[src/rtl/core/prm_cell.sv]
// ----------------------------------------------------------------------------
// prm_cell
// One slot of the recency stack: holds a page tag and its valid bit, compares
// against the looked-up page and takes its lower-numbered neighbor's entry on a shift.
// ----------------------------------------------------------------------------
module prm_cell #(
  parameter int TAG_W = 20
) (
  input  logic             clk,
  input  logic             rst,
  input  logic             shift_en,
  input  logic             prev_valid,
  input  logic [TAG_W-1:0] prev_tag,
  input  logic [TAG_W-1:0] look_tag,
  output logic             valid,
  output logic [TAG_W-1:0] tag,
  output logic             match
);

  always_ff @(posedge clk) begin
    if (rst) begin
      valid <= 1'b0;
    end else if (shift_en) begin
      valid <= prev_valid;
    end
  end

  always_ff @(posedge clk) begin
    if (shift_en) begin
      tag <= prev_tag;
    end
  end

  assign match = valid && (tag == look_tag);

endmodule

[config.mk]
export PLATFORM = sky130hd
export DESIGN_NAME = prm_cell
export DESIGN_NICKNAME = d
export VERILOG_FILES = /design/src/rtl/core/prm_cell.sv
export SDC_FILE = /design/constraint.sdc
export NUM_CORES = 1
export LEC_CHECK = 0
export BUFFER_PORTS_ARGS = -buffer_cell sky130_fd_sc_hd__buf_2
export CAP_MARGIN = 25
export CORE_UTILIZATION = 35
export DETAILED_ROUTE_END_ITERATION = 16
export GPL_ROUTABILITY_DRIVEN = 1
export HOLD_SLACK_MARGIN = 0.06
export PLACE_DENSITY = 0.8
export SLEW_MARGIN = 20
export SYNTH_ARGS = -nofsm -noshare
export SYNTH_HDL_FRONTEND = slang
export SYNTH_SLANG_ARGS = --single-unit
[constraint.sdc]
create_clock -name clk -period 1.4 [get_ports clk]
set_input_delay 0.14 -clock clk [delete_from_list [all_inputs] [get_ports clk]]
set_output_delay 0.14 -clock clk [all_outputs]
set_load 0.1 [all_outputs]
# Word level (Yosys, flattened, before mapping)
# Index checks and enable logic that the tools add are counted.
# classes
n_eq_ne	1
reduce_logical	1
# ops
cell	n
$eq A20 B20 Y1	1
$logic_and A1 B1 Y1	1
# totals
out_inout_bits	22
ff_bits	21
wordCells	4

# Depth between registers and ports, before layout
# logic_depth
depth_word	2
ltp_mapped	4
depth_no_buf	4

# Worst setup path after synthesis
# OpenSTA, ideal clock, no wires.
# synth_timing
kind	reg-to-output
startpoint	register tag[18]
endpoint	output match
path_stages_with_launch	5
slack_ps	-1940
arrival_time_ps	3200
n_path_buf	0
required_time_ps	1260
cell_sequence	edfxtp_1 xor2_1 nor4_1 nand4_1 nor4_2
# synth_via
elab_chain_cells	2
# synth_rtl
item	line	rtl
from (decl)	16	output logic [TAG_W-1:0] tag,
from (signal assigned)	30	tag <= prev_tag;
$eq A20 B20 Y1	34	assign match = valid && (tag == look_tag);
$logic_and A1 B1 Y1	34	
to (decl)	17	output logic match
# No other way between the ends.

# Final worst setup path
# layout_timing
startpoint	register tag[13]
endpoint	output match
# Same word-level chain as after synthesis.

==> impl_metrics.yaml <==
critical_path:
  r2r_slack_ps: 790
  worstReg2RegEnd: "valid"
  r2r_start: "valid"
  critPathMaxFanout: 2
  r2r_cells: 2
  crit_required_ps: 1260
  critPathKind: "register to output port"
  cp-start-kind: "register"
  arrival_ps: 1860
  endpoint_kind: "output port"
min_path:
  hold_path_class: "input pin to register"
  min_to: "valid"
  holdPathStages: 3
  hp-start: "prev_valid"
global_routing:
  grtUsageTotal_pct: 18.4
  grt_pass1_wl_microns: 3440
  antenna_found_initial: 0
  grt_pass1_vias: 767
  grt_max_degree: 22
  gr-total-overflow: 0
place:
  portBuffers: 65
  gp_congestion: 0.660
  hpwl_microns: 1380
  dp.cells: 145
  placed_area_sq_um: 1260
  dp_slack_ps: -312
job:
  cap_viol_max_count: 0
timing:
  fmax_mhz: 500
  finClkSkew_ps: 0
  setup_violations: 1
  final-hold-violation-count: 0
  min_period_ps: 2000
  worst_slew_pin_slew_ps: 495
  setup_ws_ps: -601
  grt_setup_unrepaired: "yes"
  slew_violations: 0
  slew_headroom_pct: 67.2
  post-route-period-util_pct: 143
  fin_hold_ws_ps: 84.2
  fin_setup_tns_ps: -601
cts:
  cts_tree: "built"
  clockBufferDepth: 2
  clk_pin_slew_ps: 110
  clk_latency_ps: 310
  cts_buffers: 3
  cts_root_buffer: "clkbuf_4"
  cts_sinks: 21
  cts.htree.levels: 1
  post_cts_buffers: 0
yosys:
  synth_edf_count: 20
  synth_cell_types: 10
  synth.largest_area_cell: "edfxtp_1"
  yosysMostFrequentCell: "edfxtp_1"
  synth.ff_latch_count: 21
  syn_area_per_cell_sq_um: 17.2
  yosysWarnings: 0
  synth_seq_area_share_pct: 72.3
  synth-main-ff-cell: "edfxtp_1"
  postSynthCellCount: 50
  syn-num-nets: 94
  synth_top_area_share_pct: 70.0
  synth-async-reset-ratio_pct: 0
  synth_area_sq_um: 858
  ys_top_cells_by_area: "edfxtp_1 70%, xnor2_1 12%, xor2_1 8.2%, dfxtp_1 2.3%, nand4_1 2.2%"
  netlist_top_cells_count: "20 x edfxtp_1, 12 x xnor2_1, 8 x xor2_1"
layout:
  fillerInstances: 180
  nNetsFinal: 187
  areaGrowthSynthToFinish_pct: 74.8
  design_area_sq_um: 1500
  n_antenna_cell: 0
  postLayoutCoreUtil_pct: 66.5
  post_route_cells_drive_above_1_share_pct: 50.7
  fin_cells: 170
power:
  finalPower_mw: 1.67
  powerDensity_nw_per_um2: 1110
  peakVddDrop_mv: 0.872
  power_leakage_nw: 0.662
floorplan:
  initial_core_util_pct: 38.1
  die_area_sq_um: 2650
  core-area_sq_um: 2250
  rows: 17
  die_w_microns: 51.5
  dieHeight_microns: 51.5
  io_pins: 66
routing:
  drtIter0Drc: 9
  dr.pass1.iters: 3
  vias_per_cell: 4.31
  drc: 0
  vias: 733
  ant_nets: 0
  wl_per_cell_microns: 12.8
  drt_wl_total_microns: 2180
outcome:
  violations: "setup timing"
  status: "finished with violations"
## logic make-up (layout without fill, tap and decap cells)
group	count (synthesis)	after routing	synth area share (%)
AND/OR/NAND/NOR	8	8	6.12
XOR/XNOR	20	20	20.4
buffers and inverters	0	92	0
flip-flops	21	21	72.3
multiplexers	1	1	1.17
## timing repair
| action | in CTS | in global routing |
|---|---|---|
| pin swaps | 4 | 0 |
| hold buffers | 21 | 0 |
| setup endpoints to repair | 1 | 1 |
| resized for setup | 1 | 0 |
| hold endpoints to repair | 21 | 0 |
## cell type report
| class | count | area [sq um] | share of cell area [%] |
|---|---|---|---|
| Timing Repair Buffer | 88 | 566 | 37.7 |
| Clock buffer | 4 | 26.3 | 1.75 |
| Tap cell | 28 | 35.0 | 2.34 |
| Sequential cell | 21 | 621 | 41.4 |
| Multi-Input combinational cell | 29 | 253 | 16.8 |
## placed cells by master, fill, tap and decap left out, drive strengths merged
cell / count
nor4: 3
buf: 67
nand4: 3
xor2: 8
clkbuf: 4
xnor2: 12
dfxtp: 1
dlygate4sd3: 21
edfxtp: 20
mux2i: 1
nor2: 1
nand3: 1
## worst max-delay path by stage
stage / start / endpoint / depth (start not counted) / slack, ps
CTS: tag[13] / match / 5 / -630
detailed placement: tag[18] / match / 5 / -310
floorplan: tag[18] / match / 4 / -1330
global placement: tag[18] / match / 5 / -230
finish: tag[13] / match / 5 / -600
global route: tag[13] / match / 5 / -730
## metal layers
layer / global-route usage (%) / vias up / wire, microns
li1: - / 370 / -
met1: 19.5 / 319 / 813
met2: 32.9 / 40 / 1110
met3: 6.14 / 4 / 216
met4: 8.11 / 0 / 38
met5: 0 / - / 0
## registers in the layout, summed over array words and instances, names as in the netlist
| signal | cells |
|---|---|
| tag | 20 |
| valid | 1 |
## power breakdown
| part | internal (mW) | total [mW] | switching, mW |
|---|---|---|---|
| logic | 0.160 | 0.595 | 0.435 |
| registers | 0.743 | 0.776 | 0.0323 |
| clock network | 0.111 | 0.294 | 0.183 |
| total | 1.01 | 1.67 | 0.650 |
## worst max-delay path: stages (launching register included)
cell and delay (ps):
edfxtp_1 410, xor2_1 160, nor4_2 310, nand3_1 170, nor4_4 280, buf_12 210
No activity file was read; power rests on OpenSTA's default activity.
