<file path="config.mk">
export PLATFORM = sky130hd
export DESIGN_NAME = prm_seq
export DESIGN_NICKNAME = d
export VERILOG_FILES = /design/src/rtl/core/prm_pkg.sv /design/src/rtl/core/prm_seq.sv
export SDC_FILE = /design/constraint.sdc
export NUM_CORES = 1
export LEC_CHECK = 0
export BUFFER_PORTS_ARGS = -buffer_cell sky130_fd_sc_hd__buf_2
export CAP_MARGIN = 15
export CORE_AREA = 2 2 39 41
export CTS_BUF_LIST = sky130_fd_sc_hd__clkbuf_16
export DETAILED_ROUTE_END_ITERATION = 6
export DIE_AREA = 0 0 41 43
export PLACE_DENSITY = 0.3
export REMOVE_ABC_BUFFERS = 1
export SKIP_LAST_GASP = 1
export SLEW_MARGIN = 30
export SYNTH_ARGS = -nofsm -noshare
export SYNTH_HDL_FRONTEND = slang
export SYNTH_SLANG_ARGS = --single-unit
</file>
<file path="constraint.sdc">
create_clock -name clk -period 0.88 [get_ports clk]
set_clock_uncertainty 0.15 [all_clocks]
set_input_delay 0.176 -clock clk [delete_from_list [all_inputs] [get_ports clk]]
set_output_delay 0.176 -clock clk [all_outputs]
set_load 0.005 [all_outputs]
</file>
<file path="src/rtl/core/prm_pkg.sv">
// ----------------------------------------------------------------------------
// prm_pkg
// Shared types and constants for the FIFO/LRU page replacement block.
// ----------------------------------------------------------------------------
package prm_pkg;

  // Fixed widths of the stream fields
  localparam int PAGE_W     = 20;
  localparam int LIMIT_W    = 10;
  localparam int COUNT_W    = 32;
  localparam int IN_DATA_W  = 24;
  localparam int OUT_DATA_W = 88;
  localparam int CFG_IDX_W  = 1;

  // Configuration register indexes
  localparam logic [CFG_IDX_W-1:0] REG_POLICY_MODE = 1'b0;
  localparam logic [CFG_IDX_W-1:0] REG_FRAME_LIMIT = 1'b1;

  // Policy codes
  localparam logic POLICY_FIFO = 1'b0;
  localparam logic POLICY_LRU  = 1'b1;

  localparam logic [LIMIT_W-1:0] LIMIT_RESET = 10'd512;
  localparam logic [COUNT_W-1:0] COUNT_MAX   = '1;

  typedef enum logic [1:0] {
    ST_IDLE,
    ST_LOOK,
    ST_UPDATE
  } prm_state_t;

  // Control from the sequencer to the cell row
  typedef struct packed {
    logic look;    // compare cycle
    logic update;  // shift cycle
  } prm_ctrl_t;

endpackage

</file>
<file path="src/rtl/core/prm_seq.sv">
// ----------------------------------------------------------------------------
// prm_seq
// Transfer sequencer: accepts a reference, runs the compare and shift cycles
// and holds the shift cycle while the result register is still full.
// ----------------------------------------------------------------------------
module prm_seq (
  input  logic               clk,
  input  logic               rst,
  input  logic               s_tvalid,
  input  logic               out_free,
  output logic               s_tready,
  output prm_pkg::prm_ctrl_t ctrl
);

  prm_pkg::prm_state_t state, state_next;
  logic accept;

  assign accept = s_tvalid && s_tready;

  always_ff @(posedge clk) begin
    if (rst) begin
      state <= prm_pkg::ST_IDLE;
    end else begin
      state <= state_next;
    end
  end

  always_comb begin
    state_next = state;
    unique case (state)
      prm_pkg::ST_IDLE: begin
        if (accept) state_next = prm_pkg::ST_LOOK;
      end
      prm_pkg::ST_LOOK: begin
        state_next = prm_pkg::ST_UPDATE;
      end
      prm_pkg::ST_UPDATE: begin
        if (accept) state_next = prm_pkg::ST_LOOK;
        else if (out_free) state_next = prm_pkg::ST_IDLE;
      end
      default: state_next = prm_pkg::ST_IDLE;
    endcase
  end

  always_comb begin
    s_tready    = 1'b0;
    ctrl.look   = 1'b0;
    ctrl.update = 1'b0;
    unique case (state)
      prm_pkg::ST_IDLE: begin
        s_tready = 1'b1;
      end
      prm_pkg::ST_LOOK: begin
        ctrl.look = 1'b1;
      end
      prm_pkg::ST_UPDATE: begin
        s_tready    = out_free;
        ctrl.update = out_free;
      end
      default: ;
    endcase
  end

endmodule

</file>
Word-level counts from Yosys, hierarchy flattened:

Index checks and enable logic that the tools add are counted.

* logic and storage cells: 15
* output and inout port bits: 3
* flip-flop bits (word level): 2

* equal/unequal tests: 4
* reductions and logical operators: 3
* multiplexer cells: 7

Operators by type and width (count)
* 2-bit 2-to-1 mux: 3
* 2-bit one-hot mux with 3 select lines: 1
* 3-bit != test, second input constant: 1
* 2-bit by 1-bit == test with 1-bit output, second input constant: 1
* 2-bit == test, second input constant: 1
* 2-bit logical NOT: 1
* 1-bit 2-to-1 mux: 2
* 2-bit != test, second input constant: 1
* 1-bit one-hot mux with 2 select lines: 1
* 2-bit AND reduction: 1
* 1-bit logical AND: 1

Longest topological paths before layout:

* depth after elaboration: 5
* depth in mapped cells: 2
* mapped depth without buffers: 2

Least setup slack after synthesis:

OpenSTA, ideal clock, no wires.

* kind: reg2out
* start: register state[0]
* end: output port ctrl[1] in the netlist's numbering
* data required time: 554 ps
* cell stages (with the launch flop): 3
* setup slack: -83 ps
* path buffers: 1
* arrival: 637 ps
* cells stage by stage: dfxtp_1 > nor2b_2 > buf_4

RTL lines
* start: declaration: RTL line prm_seq.sv:15 `prm_pkg::prm_state_t state, state_next;`
* start signal: assignment: RTL line prm_seq.sv:22 `state <= prm_pkg::ST_IDLE;`
* start signal: assignment: RTL line prm_seq.sv:24 `state <= state_next;`
* end: declaration: RTL line prm_seq.sv:12 `output prm_pkg::prm_ctrl_t ctrl`

==> results.md <==
- Synth Instances: 11
- Met1 Usage GRT: 0.0607
- Drt first pass iters: 2
- Startpoint Class: flip-flop
- First-pass GRT wire length: 538 um
- DR iter-0 viols: 3
- Post-Layout Inst Area: 272 sq um
- Largest regs: state x2
- RSZ-0062 raised after global routing: yes
- Slew Viols, Final: 0
- Core area: 1380 sq um
- Run status: finished with violations
- Final antenna-violating net count: 0
- Hold_ws: 0.0157 ns
- Vias per inst: 3.27
- # DRC: 0
- Seq cells post-synth: 2
- Req. time, crit path: 0.55 ns
- Failing checks: setup timing
- Worst-skew pair later-pin latency: 0.22 ns
- Number of global-route vias before repair: 133
- GR Layer Usage met2: 0.0531
- Die width: 41 um
- Final WL: 323 um
- Power per standard cell area: 3050 nW/um^2
- Area post-placement: 159 sq um
- GPL Wtd Cong: 0.549
- Final core occ: 0.196
- I/O Buffers: 6
- Hold Crit Class: in -> reg
- Die Span Y: 43 um
- Boundary Pins: 7
- Setup Crit Path Kind: reg -> out
- Filler instances: 154
- Clock Tree Root: clkbuf_16
- Rel. slew slack: 0.843
- Row cnt: 14
- Global route overflow: 0
- Routed vias: 121
- Share of cells above drive strength 1: 0.810
- Initial core utilization: 0.0787
- VDD IR max: 1.81 mV
- Slew @ Worst Pin: 0.235 ns
- Fin worst setup slack: -0.299 ns
- Total negative setup slack: -1.11 ns
- Final nets: 27
- Final setup vio count: 5
- CTS Buf Count: 3
- Ant diodes: 0
- Post-synthesis sequential area ratio: 0.368
- TritonCTS Sinks: 2
- Pleak: 0.126 nW
- WP data arrival: 0.85 ns
- Final hold violations: 0
- Largest net degree at the start of global routing: 6
- Fin crit period: 1.18 ns
- Final worst-path cycle share: 1.34
- Max cap viols: 0
- Met3 GRT Util: 0.0628
- Critical-path maximum fanout: 4
- Reg with most FFs: state
- Mapped Area: 109 sq um
- Die area: 1760 sq um
- Number of flip-flops in the largest register: 2
- GRT Total Usage: 0.0541
- Initial antenna violation count: 0
- Max Clk Rate: 0.848 GHz
- Wirelength per Cell: 8.73 um
- TritonCTS clock tree: built
- Post-synth cell types: 9
- Max clock buf depth: 2
- Dpl ws: -0.185 ns
- Top Usage Layer GRT: met3
- Worst-path clk slew: 0.03 ns
- CP endpoint kind: output port
- Area Growth Syn to Fin: 149%
- Synth Warn #: 0
- Hpwl dp: 189 um
- Mapped Avg Cell Area: 9.90 sq um
- CTS H-tree depth: 1
[synth_stat cells]
library cell,count,area share
dfxtp_1,2,0.37
a2111oi_2,1,0.14
buf_4,1,0.069
nor2b_2,1,0.080
nor3b_1,2,0.14
inv_1,1,0.034
inv_2,1,0.034
o21ba_1,1,0.092
a21oi_1,1,0.046
[final timing paths]
path / slack [ns] / from / cells past startpoint / to
min: 0.02 / rst / 2 / state[0]
max reg2reg: -0.15 / state[1] / 3 / state[1]
max: -0.30 / state[1] / 2 / ctrl[0]
min reg2reg: 0.41 / state[0] / 2 / state[0]
[power breakdown]
group / switching, mW / leakage [nW] / internal [mW]
sequential: 0.00838 / 0.0178 / 0.0949
clock: 0.0933 / 0.0370 / 0.577
combinational: 0.0221 / 0.0709 / 0.0318
total: 0.124 / 0.126 / 0.704
[cells in the final DEF, fill, tap and decap left out]
cell	netlist	final
a21oi_1	1	1
inv_1	1	1
dfxtp_4	0	2
nor3b_2	0	1
a2111oi_4	0	1
inv_2	1	1
buf_4	1	2
o21ba_1	1	1
nor3b_1	2	1
clkbuf_16	0	3
nor2b_4	0	1
buf_2	0	6
[metal layers]
metal	part of all wire	vias up
met3	0.19	0
met4	0	0
met5	0	-
met2	0.33	10
met1	0.48	54
li1	-	57
[stage by stage]
| stage | total power [mW] | std cells |
|---|---|---|
| detailed placement | 0.145 | 33 |
| global placement | 0.144 | 33 |
| floorplan | 0.122 | 10 |
| global route | 0.866 | 37 |
| CTS | 0.838 | 37 |
| finish | 0.828 | 37 |
[area by class of cell]
type / instances / area [sq um] / area share
multi-input cells: 6 / 76.3 / 0.281
clock buffers: 3 / 75.1 / 0.276
flip-flops and latches: 2 / 47.5 / 0.175
repair buffers: 8 / 45.0 / 0.166
well taps: 16 / 20.0 / 0.0737
inverters: 2 / 7.51 / 0.0276
[repair_timing]
action / 4_1_cts / 5_1_grt
hold endpoints to repair: 1 / 0
buffers inserted: 1 / 0
pin swaps: 0 / 1
endpoints found under the setup margin: 5 / 5
resized for setup: 5 / 2
[logic make-up (layout without fill, tap and decap cells)]
kind of cell	after synthesis	after routing	share of synthesized area
AO/OA/AOI/OAI	3	3	0.276
flip-flops	2	2	0.368
buffers and inverters	3	13	0.138
AND/OR/NAND/NOR	3	3	0.218
[critical path: stages, from the launching register on]
cell,delay [ns]
dfxtp_4,0.36
nor3b_2,0.15
buf_2,0.13
No activity file was read; power rests on OpenSTA's default activity.
